File: src/hdl/half_float_add_mul_div_unit_defines.svh
// Assertion macros shared by the binary16 arithmetic unit.
`ifndef HALF_FLOAT_ADD_MUL_DIV_UNIT_DEFINES_SVH
`define HALF_FLOAT_ADD_MUL_DIV_UNIT_DEFINES_SVH

// The consequent must hold in the same cycle as the antecedent.
`define HFAMD_ASSERT_SAME(lbl, ante, cons) \
   lbl: assert property (@(posedge clock) disable iff (reset) (ante) |-> (cons)) \
      else $error("same-cycle check failed");

// The consequent must hold in the cycle after the antecedent.
`define HFAMD_ASSERT_NEXT(lbl, ante, cons) \
   lbl: assert property (@(posedge clock) disable iff (reset) (ante) |=> (cons)) \
      else $error("next-cycle check failed");

`endif

File: src/hdl/hfamd_pkg.sv
package hfamd_pkg;

   localparam logic [15:0] SIGN_MASK = 16'h8000;
   localparam logic [15:0] EXP_MASK  = 16'h7C00;
   localparam logic [15:0] QNAN      = 16'h7E00;

   typedef enum logic [1:0] {
      OP_ADD = 2'd0,
      OP_SUB = 2'd1,
      OP_MUL = 2'd2,
      OP_DIV = 2'd3
   } op_type;

   // Normalized significand with its leading one at bit 10.
   typedef struct packed {
      logic [10:0]        sig;
      logic signed [6:0]  expo;
   } unpk_type;

   typedef struct packed {
      op_type             kind;
      logic               special;
      logic [15:0]        special_bits;
      logic               sign_a;
      logic               sign_b;
      logic               a_bigger;
      unpk_type           ua;
      unpk_type           ub;
   } dec_type;

   typedef struct packed {
      op_type             kind;
      logic               special;
      logic [15:0]        special_bits;
      logic               sign;
      logic [24:0]        mag;
      logic signed [8:0]  expo;
      logic [11:0]        rem;
      logic [10:0]        divisor;
      logic [15:0]        quo;
   } work_type;

   typedef struct packed {
      logic               special;
      logic [15:0]        special_bits;
      logic               sign;
      logic [24:0]        mag;
      logic signed [8:0]  be;
      logic               subn;
      logic               ovf;
      logic               left;
      logic [3:0]         lamt;
      logic [4:0]         ramt;
   } norm_type;

   typedef struct packed {
      logic               special;
      logic [15:0]        special_bits;
      logic               sign;
      logic signed [8:0]  be;
      logic               subn;
      logic               ovf;
      logic [10:0]        q;
      logic               guard;
      logic               sticky;
   } rnd_type;

endpackage

File: src/hdl/half_float_add_mul_div_unit.sv
// Binary16 add, subtract, multiply and divide, round to nearest even.
// Input channel: req_valid/req_ready carry req_operation (0 add, 1 subtract,
// 2 multiply, 3 divide) with req_left_operand and req_right_operand.
// Result channel: rsp_valid/rsp_ready carry rsp_result_bits, one result per
// transaction, in the order the transactions were taken.
// From acceptance to rsp_valid a transaction passes decode, operate, four
// divider stages of four quotient bits each, leading-one search, alignment
// shift and rounding into the output register. Add and multiply ride through
// the divider stages unchanged, so all operations share the same latency.
// Throughput is one transaction per cycle unless a waiting result stalls the
// pipeline; each of the four divider stages performs four radix-2 steps.
// Reset clears every stage valid bit; data registers are not reset.
// When the receiver holds rsp_ready low with a result waiting, the whole
// pipeline freezes and req_ready drops; nothing is dropped or repeated.
`include "half_float_add_mul_div_unit_defines.svh"

module half_float_add_mul_div_unit (
   input  logic        clock,
   input  logic        reset,
   input  logic        req_valid,
   output logic        req_ready,
   input  logic [1:0]  req_operation,
   input  logic [15:0] req_left_operand,
   input  logic [15:0] req_right_operand,
   output logic        rsp_valid,
   input  logic        rsp_ready,
   output logic [15:0] rsp_result_bits
);

   logic [8:0]           vld_ff;
   logic                 adv;
   hfamd_pkg::dec_type   dec_in, dec_ff;
   hfamd_pkg::work_type  work_in [5];
   hfamd_pkg::work_type  work_ff [5];
   hfamd_pkg::norm_type  norm_in, norm_ff;
   hfamd_pkg::rnd_type   rnd_in, rnd_ff;
   logic [15:0]          res_in, res_ff;

   // Decode signals.
   logic [15:0] op_a, op_b;
   logic        a_nan, b_nan, a_inf, b_inf, a_zero, b_zero, sx;

   // Operate-stage signals.
   hfamd_pkg::unpk_type   big, small_op;
   logic                  big_sign;
   logic signed [6:0]     exp_diff;
   logic [4:0]            shamt;
   logic [55:0]           align_wide;
   logic [23:0]           small24, big24;

   // Normalize-stage signals.
   logic [24:0]          mag_eff;
   logic [4:0]           top;
   logic signed [8:0]    be, sh, neg_sh;

   // Shift-stage signals.
   logic [24:0]          shl;
   logic [56:0]          shr;

   // Round-stage signals.
   logic                 inc;
   logic [11:0]          r12;
   logic signed [8:0]    be_fin;
   logic signed [8:0]    exp_field;

   function automatic hfamd_pkg::unpk_type unpack16(input logic [15:0] v);
      hfamd_pkg::unpk_type u;
      logic [3:0]          msb;
      msb = '0;
      for (int i = 0; i < 10; i++) begin
         if (v[i]) msb = 4'(i);
      end
      if (v[14:10] == 5'd0) begin
         u.sig  = v[10:0] << (4'd10 - msb);
         u.expo = $signed({3'b000, msb}) - 7'sd34;
      end else begin
         u.sig  = {1'b1, v[9:0]};
         u.expo = $signed({2'b00, v[14:10]}) - 7'sd25;
      end
      return u;
   endfunction

   // Four restoring division steps; the remainder stays below twice the divisor.
   function automatic hfamd_pkg::work_type div4(input hfamd_pkg::work_type w);
      hfamd_pkg::work_type r;
      logic                qbit;
      r = w;
      for (int i = 0; i < 4; i++) begin
         qbit = (r.rem >= {1'b0, r.divisor});
         if (qbit) r.rem = r.rem - {1'b0, r.divisor};
         r.quo = {r.quo[14:0], qbit};
         r.rem = {r.rem[10:0], 1'b0};
      end
      return r;
   endfunction

   assign adv       = !vld_ff[8] || rsp_ready;
   assign req_ready = adv;
   assign rsp_valid = vld_ff[8];
   assign rsp_result_bits = res_ff;

   // Stage 1: classify operands, settle special results, normalize subnormals.
   always_comb begin
      op_a = req_left_operand;
      op_b = req_right_operand ^ ((hfamd_pkg::op_type'(req_operation) == hfamd_pkg::OP_SUB)
                                  ? hfamd_pkg::SIGN_MASK : 16'h0000);
      a_nan  = (op_a[14:10] == 5'h1f) && (op_a[9:0] != 10'd0);
      b_nan  = (op_b[14:10] == 5'h1f) && (op_b[9:0] != 10'd0);
      a_inf  = (op_a[14:10] == 5'h1f) && (op_a[9:0] == 10'd0);
      b_inf  = (op_b[14:10] == 5'h1f) && (op_b[9:0] == 10'd0);
      a_zero = (op_a[14:0] == 15'd0);
      b_zero = (op_b[14:0] == 15'd0);
      sx     = op_a[15] ^ op_b[15];

      dec_in.sign_a   = op_a[15];
      dec_in.sign_b   = op_b[15];
      dec_in.a_bigger = (op_a[14:0] >= op_b[14:0]);
      dec_in.ua       = unpack16(op_a);
      dec_in.ub       = unpack16(op_b);
      dec_in.special      = 1'b1;
      dec_in.special_bits = hfamd_pkg::QNAN;

      case (req_operation) inside
         hfamd_pkg::OP_ADD, hfamd_pkg::OP_SUB: begin
            dec_in.kind = hfamd_pkg::OP_ADD;
            if (a_nan || b_nan || (a_inf && b_inf && sx)) dec_in.special_bits = hfamd_pkg::QNAN;
            else if (a_inf)  dec_in.special_bits = op_a;
            else if (b_inf)  dec_in.special_bits = op_b;
            else if (a_zero) dec_in.special_bits = op_b;
            else if (b_zero) dec_in.special_bits = op_a;
            // Equal magnitudes of opposite sign cancel to plus zero.
            else if (op_a[14:0] == op_b[14:0] && sx) dec_in.special_bits = 16'h0000;
            else dec_in.special = 1'b0;
         end
         hfamd_pkg::OP_MUL: begin
            dec_in.kind = hfamd_pkg::OP_MUL;
            if (a_nan || b_nan || (a_inf && b_zero) || (a_zero && b_inf))
               dec_in.special_bits = hfamd_pkg::QNAN;
            else if (a_inf || b_inf)
               dec_in.special_bits = {sx, 15'h7C00};
            else if (a_zero || b_zero)
               dec_in.special_bits = {sx, 15'h0000};
            else dec_in.special = 1'b0;
         end
         default: begin
            dec_in.kind = hfamd_pkg::OP_DIV;
            if (a_nan || b_nan || (a_zero && b_zero) || (a_inf && b_inf))
               dec_in.special_bits = hfamd_pkg::QNAN;
            else if (a_inf || b_zero)
               dec_in.special_bits = {sx, 15'h7C00};
            else if (a_zero || b_inf)
               dec_in.special_bits = {sx, 15'h0000};
            else dec_in.special = 1'b0;
         end
      endcase
   end

   // Stage 2: aligned add, significand product, or divider setup.
   always_comb begin
      big      = dec_ff.a_bigger ? dec_ff.ua : dec_ff.ub;
      small_op = dec_ff.a_bigger ? dec_ff.ub : dec_ff.ua;
      big_sign = dec_ff.a_bigger ? dec_ff.sign_a : dec_ff.sign_b;
      exp_diff = big.expo - small_op.expo;
      shamt    = (exp_diff > 7'sd31) ? 5'd31 : exp_diff[4:0];
      align_wide = {small_op.sig, 45'd0} >> shamt;
      // Bits shifted past the guard field are folded into a sticky bit.
      small24  = align_wide[55:32] | {23'd0, |align_wide[31:0]};
      big24    = {big.sig, 13'd0};

      work_in[0].kind         = dec_ff.kind;
      work_in[0].special      = dec_ff.special;
      work_in[0].special_bits = dec_ff.special_bits;
      work_in[0].rem          = {1'b0, dec_ff.ua.sig};
      work_in[0].divisor      = dec_ff.ub.sig;
      work_in[0].quo          = '0;
      work_in[0].sign         = dec_ff.sign_a ^ dec_ff.sign_b;
      case (dec_ff.kind)
         hfamd_pkg::OP_ADD: begin
            work_in[0].sign = big_sign;
            work_in[0].mag  = (dec_ff.sign_a == dec_ff.sign_b)
                              ? ({1'b0, big24} + {1'b0, small24})
                              : ({1'b0, big24} - {1'b0, small24});
            work_in[0].expo = 9'(big.expo) - 9'sd13;
         end
         hfamd_pkg::OP_MUL: begin
            work_in[0].mag  = {3'd0, {11'd0, dec_ff.ua.sig} * {11'd0, dec_ff.ub.sig}};
            work_in[0].expo = 9'(dec_ff.ua.expo) + 9'(dec_ff.ub.expo);
         end
         default: begin
            work_in[0].mag  = '0;
            work_in[0].expo = 9'(dec_ff.ua.expo) - 9'(dec_ff.ub.expo) - 9'sd16;
         end
      endcase
   end

   // Stages 3 to 6: sixteen quotient bits, four per stage.
   always_comb begin
      work_in[1] = div4(work_ff[0]);
      work_in[2] = div4(work_ff[1]);
      work_in[3] = div4(work_ff[2]);
      work_in[4] = div4(work_ff[3]);
   end

   // Stage 7: leading-one search and choice of rounding position.
   always_comb begin
      mag_eff = (work_ff[4].kind == hfamd_pkg::OP_DIV)
                ? {8'd0, work_ff[4].quo, |work_ff[4].rem} : work_ff[4].mag;
      top = '0;
      for (int i = 0; i < 25; i++) begin
         if (mag_eff[i]) top = 5'(i);
      end
      be = work_ff[4].expo + $signed({4'b0000, top});
      norm_in.subn = (be < -9'sd14);
      sh = norm_in.subn ? (-work_ff[4].expo - 9'sd24) : ($signed({4'b0000, top}) - 9'sd10);
      neg_sh = -sh;
      norm_in.special      = work_ff[4].special;
      norm_in.special_bits = work_ff[4].special_bits;
      norm_in.sign         = work_ff[4].sign;
      norm_in.mag          = mag_eff;
      norm_in.be           = be;
      norm_in.ovf          = (be > 9'sd15);
      norm_in.left         = (sh < 9'sd0);
      norm_in.lamt         = neg_sh[3:0];
      norm_in.ramt         = (sh > 9'sd27) ? 5'd27 : sh[4:0];
   end

   // Stage 8: shift to eleven kept bits with guard and sticky.
   always_comb begin
      shl = norm_ff.mag << norm_ff.lamt;
      shr = {norm_ff.mag, 32'd0} >> norm_ff.ramt;
      rnd_in.special      = norm_ff.special;
      rnd_in.special_bits = norm_ff.special_bits;
      rnd_in.sign         = norm_ff.sign;
      rnd_in.be           = norm_ff.be;
      rnd_in.subn         = norm_ff.subn;
      rnd_in.ovf          = norm_ff.ovf;
      if (norm_ff.left) begin
         rnd_in.q      = shl[10:0];
         rnd_in.guard  = 1'b0;
         rnd_in.sticky = 1'b0;
      end else begin
         rnd_in.q      = shr[42:32];
         rnd_in.guard  = shr[31];
         rnd_in.sticky = |shr[30:0];
      end
   end

   // Stage 9: round to nearest even and pack.
   always_comb begin
      inc       = rnd_ff.guard && (rnd_ff.sticky || rnd_ff.q[0]);
      r12       = {1'b0, rnd_ff.q} + {11'd0, inc};
      be_fin    = rnd_ff.be + $signed({8'd0, r12[11]});
      exp_field = be_fin + 9'sd15;
      if (rnd_ff.special) begin
         res_in = rnd_ff.special_bits;
      end else if (rnd_ff.subn) begin
         // Rounding up to 0x400 lands exactly on the smallest normal.
         res_in = {rnd_ff.sign, 4'd0, r12[10:0]};
      end else if (rnd_ff.ovf || be_fin > 9'sd15) begin
         res_in = {rnd_ff.sign, 15'h7C00};
      end else begin
         res_in = {rnd_ff.sign, exp_field[4:0], r12[9:0]};
      end
   end

   always_ff @(posedge clock) begin
      if (reset) begin
         vld_ff <= '0;
      end else if (adv) begin
         vld_ff <= {vld_ff[7:0], req_valid};
      end
   end

   always_ff @(posedge clock) begin
      if (adv) begin
         dec_ff  <= dec_in;
         for (int k = 0; k < 5; k++) begin
            work_ff[k] <= work_in[k];
         end
         norm_ff <= norm_in;
         rnd_ff  <= rnd_in;
         res_ff  <= res_in;
      end
   end

   `HFAMD_ASSERT_SAME(nan_is_canonical, rsp_valid && (rsp_result_bits[14:10] == 5'h1f) && (rsp_result_bits[9:0] != 10'd0), rsp_result_bits == hfamd_pkg::QNAN)
   `HFAMD_ASSERT_NEXT(stall_freezes_pipe, rsp_valid && !rsp_ready, $stable(vld_ff))
   `HFAMD_ASSERT_NEXT(accept_enters_pipe, req_valid && req_ready, vld_ff[0])
   `HFAMD_ASSERT_SAME(subnormal_round_bound, vld_ff[7] && !rnd_ff.special && rnd_ff.subn, r12 <= 12'd1024)

endmodule

File: config.mk
export PLATFORM = sky130hd
export DESIGN_NAME = half_float_add_mul_div_unit
export DESIGN_NICKNAME = d
export VERILOG_FILES = /design/src/hdl/hfamd_pkg.sv /design/src/hdl/half_float_add_mul_div_unit.sv
export VERILOG_INCLUDE_DIRS = /design/src /design/src/hdl
export SDC_FILE = /design/constraint.sdc
export NUM_CORES = 2
export LEC_CHECK = 0
export ABC_AREA = 0
export ABC_CLOCK_PERIOD_IN_PS = 53100
export BUFFER_PORTS_ARGS = -buffer_cell sky130_fd_sc_hd__buf_2
export CORE_MARGIN = 2
export CORE_UTILIZATION = 31
export CTS_BUF_LIST = sky130_fd_sc_hd__clkbuf_16
export CTS_CLUSTER_SIZE = 24
export DETAILED_ROUTE_END_ITERATION = 12
export MAX_ROUTING_LAYER = met4
export SYNTH_ARGS = -nofsm -noshare
export SYNTH_HDL_FRONTEND = slang
export SYNTH_SLANG_ARGS = --single-unit
export TNS_END_PERCENT = 30
File: constraint.sdc
create_clock -name clock -period 53.1 [get_ports clock]
set_input_delay 5.31 -clock clock [delete_from_list [all_inputs] [get_ports clock]]
set_output_delay 5.31 -clock clock [all_outputs]
set_load 0.02 [all_outputs]
[Yosys cells after proc, flatten, opt, wreduce, memory -nomap -nowiden]
Memories as Yosys holds them, arrays and structs flattened.
Cells that the tools add are included.
Storage, ports and cells
  input port bits: 38
  memories: 1
  latch bits: 0
  bits in read-only memories: 0
  bits in registers: 189
  RAM bits: 465
Memory list
  work_ff: depth 5, bits a word 93, rd ports 5, clocked after memory_dff 0, write ports 5, RTL line half_float_add_mul_div_unit.sv:34  | hfamd_pkg::work_type work_ff [5];
Cells by class
  bitwise operators: 4
  equal/unequal tests: 8
  reduce and logical (&&, ||, !) cells: 39
  multipliers: 1
  shifts and indexed selects: 5
  add/subtract/negate cells: 37
  muxes and demuxes: 102
  divide/modulo/power cells: 0
  magnitude comparators: 23
Operators with widths (number)
  $mux W16: 13
  $ge A12 B11 Y1: 16
  $mux W11: 16
  $sub A11 B11 Y11: 16
  $mux W5: 24
  $pmux W34 S2: 1
  $shr A57 B5 Y43: 1
  $shr A56 B5 Y56: 1
  $mux W18: 3
  $mux W17: 3
  $mux W25: 2
  $mux W15: 3
  $reduce_or A32 Y1: 1
  $reduce_or A31 Y1: 1
  $logic_not A15 Y1: 2
  $add A24 B24 Y25: 1
  $shl A25 B4 Y11: 1
  $sub A24 B24 Y25: 1
  $or A24 B1 Y24: 1
  $mul A11 B11 Y22: 1
  $shl A11 B4 Y11: 2
  $mux W3: 7
  $logic_not A10 Y1: 2
  $mux W4: 5
  41 further kinds: 95

[Logic depth before layout (Yosys ltp)]
An unclocked memory read counts as a cell.
  word-level depth: 31
  depth in mapped cells: 59
  mapped depth without buffers: 55

[Worst setup path after synthesis]
OpenSTA, ideal clock, no wires.
  path type: input -> output
  from: input rsp_ready
  to: output req_ready
  cell stages on the path: 3
  required time: 47.790 ns
  arrival: 16.585 ns
  buffers on the path: 1
  path slack: 31.205 ns
  path through: nor2b_1 clkbuf_1 clkinv_1
On the way
  longest elaborated chain between the ends: 1
Ends and longest elaborated chain
  from (decl): RTL line half_float_add_mul_div_unit.sv:26  | input logic rsp_ready,
  $logic_or A1 B1 Y1: RTL line half_float_add_mul_div_unit.sv:97  | assign adv = !vld_ff[8] || rsp_ready;
  to (decl): RTL line half_float_add_mul_div_unit.sv:21  | output logic req_ready,
No other way between the ends.

==> impl_metrics.yaml <==
timing:
  maxSlewHeadroom_pct: 21.9
  fin_skew_ns: 0.0263
  final-max-slew-violation-count: 0
  final.min_clock_period_ns: 13.70
  rsz0062_at_grt: "false"
  finalHoldViolCount: 0
  tightestPinTransition_ns: 1.16
  max_freq_ghz: 0.0730
  final.period_utilization_pct: 25.8
  timing.hold.ws_ns: 0.395
  finalSetupViolations: 0
  tns_ns: 0
final_layout:
  fin_util_pct: 34.5
  register_area_sq_mm: 0.0179
  final_cell_count_no_fill: 5751
  final_common_cell: "edfxtp_1"
  nets: 4386
  multi_input_area_sq_mm: 0.0212
  layout-drive-gt1-share_pct: 8.54
  fillers: 13085
  most-common-layout-cells: "589 x edfxtp_1, 359 x nand2_1, 332 x inv_1"
  area_growth_pct: 10.8
cts:
  clock_latency_ns: 0.63
  htreeDepth: 3
  cts_buffers: 67
  hold_buffers: 0
  cts.sinks: 598
  cts_tree: "built"
  cts_root_buf: "clkbuf_16"
  path_clk_slew_ns: 0.06
  postCtsSetupRepairBufs: 0
  clock_path_buffers: 3
  cts_resized: 0
floorplanning:
  die_height_um: 367
  core_area_sq_mm: 0.131
  row_count: 133
  die_x_um: 367
  ios: 56
  dieArea_sq_mm: 0.135
  start_util_pct: 31.2
worst_setup_path:
  cpMostUsedCell: "a21o_1"
  reg2reg_depth: 52
  crit_buf_inv: 3
  cp-end-kind: "register"
  crit_cells: 52
  critPathMaxFanout: 28
  cp.arrival_ns: 14.18
  slowest_stage: "edfxtp_1"
  worst_ep_required_time_ns: 53.58
  crit_type: "reg2reg"
  cp-start-kind: "register"
  cpPeakStageDelay_ns: 0.67
  critPathTopFamily: "compound AO/OA/AOI/OAI gates"
detailed_routing:
  avgViaCountPerCell: 5.06
  vias: 29120
  drt_iter0_drc: 2081
  drtPass1Iterations: 6
  drc: 0
  top_layer_used: "met4"
  met1_length_mm: 43.9
  wire_per_inst_um: 16.3
  wl_met3_mm: 4.01
  ant_nets: 0
  wl_met2_mm: 44.1
  wirelength_mm: 94.0
grt:
  grt_use_total_pct: 14.2
  grt_pass1_wl_mm: 152
  grt_antenna_before_repair: 2
  grt_max_degree: 202
  grt_pass1_vias: 28279
  grt_overflow: 0
yosys:
  synth_area_sq_mm: 0.0409
  synth_area_leaders: "edfxtp_1 43%, ha_1 9.7%, fa_1 4.4%"
  synthArstFlopShare_pct: 0
  yosysSeqAreaShare_pct: 43.7
  synth_edf_count: 589
  synth_top_area_share_pct: 43.2
  synth_nets: 4371
  synth_top_cell_by_area: "edfxtp_1"
  synthFlopType: "edfxtp_1"
  syn_inst: 3928
  avgSynthCellArea_sq_um: 10.4
  synth.distinct_cells: 90
  ys_warn_count: 0
  synth_seq_cells: 598
placement:
  port_buffers: 55
  dpl.hpwl_mm: 69.3
  dp_cells: 5629
  place.gp.congestion: 0.926
status:
  status: "finished, final reports clean"
hold_path:
  worstHoldPathCells: 0
  hp-class: "reg2reg"
run:
  cap_violations: 0
[through the flow]
stage | instance area [sq um] | worst slack, ns
after CTS | 45300 | 39.56
after global placement | 43100 | 40.01
after global routing | 45300 | 38.43
after detailed placement | 43100 | 39.70
after floorplan | 40900 | 31.21
final | 45300 | 39.40
[kinds of logic after synthesis]
kind of cell,Yosys count,synth area share (%)
muxes,183,5.28
xor gates and xnor gates,211,4.52
adders and majority gates,405,14.0
buffers and inverters,484,4.51
AOI/OAI and AO/OA,999,16.0
DFF,598,43.7
and+or+nand+nor,1048,12.0
[flip-flops by register name (all words and copies together), names as in the netlist]
register and cells:
work_ff 409, norm_ff 64, dec_ff 58, rnd_ff 42, rsp_result_bits 16, vld_ff 9
[path summary, 6_finish.rpt]
path	from	endpoint	slack, ns
min reg2reg	work_ff[0][187]$_DFFE_PP_	work_ff[0][284]$_DFFE_PP_	0.39
max	work_ff[0][295]$_DFFE_PP_	work_ff[0][402]$_DFFE_PP_	39.40
max reg2reg	work_ff[0][295]$_DFFE_PP_	work_ff[0][402]$_DFFE_PP_	39.40
min	work_ff[0][187]$_DFFE_PP_	work_ff[0][284]$_DFFE_PP_	0.39
[layer usage]
| layer | global-route usage [%] | vias to the layer above |
|---|---|---|
| met1 | 18.9 | 13989 |
| met2 | 22.7 | 628 |
| met3 | 1.70 | 160 |
| met4 | 3.78 | 0 |
| met5 | - | - |
| li1 | - | 14343 |
[worst reg2reg max path: cells and delay by family (launching register included)]
kind / cells / cell delay [ns]
AOI/OAI and AO/OA: 42 / 8.87
adders and majority gates: 4 / 1.59
buffers and inverters: 3 / 1.33
DFF: 1 / 0.67
muxes: 1 / 0.37
and+or+nand+nor: 2 / 0.72
[cell usage after synthesis (all sizes together) (41+ instances only)]
| cell type | instances |
|---|---|
| nor3 | 85 |
| o211ai | 41 |
| nor2 | 250 |
| inv | 326 |
| mux2 | 82 |
| a21o | 154 |
| fa | 89 |
| clkbuf | 119 |
| and2 | 74 |
| xor2 | 84 |
| ha | 316 |
| o21ai | 203 |
| xnor2 | 127 |
| o21bai | 45 |
| mux2i | 83 |
| a211oi | 47 |
| edfxtp | 589 |
| a21oi | 257 |
| nand2 | 359 |
| nand3 | 83 |
[cell type report]
cell class                 instances  share of cell area (%)
sequential                       598                    39.4
antenna                            1                 0.00552
timing repair buffer              97                    1.33
tap                             1755                    4.84
inverter                         333                    2.77
clock buffer                      67                    3.70
multi-input combinational       2846                    46.8
clock inverter                    54                    1.13
Power is left out: the tool's default activity adds up to more than one toggle a clock period on the data nets, which glitch-free logic cannot reach.
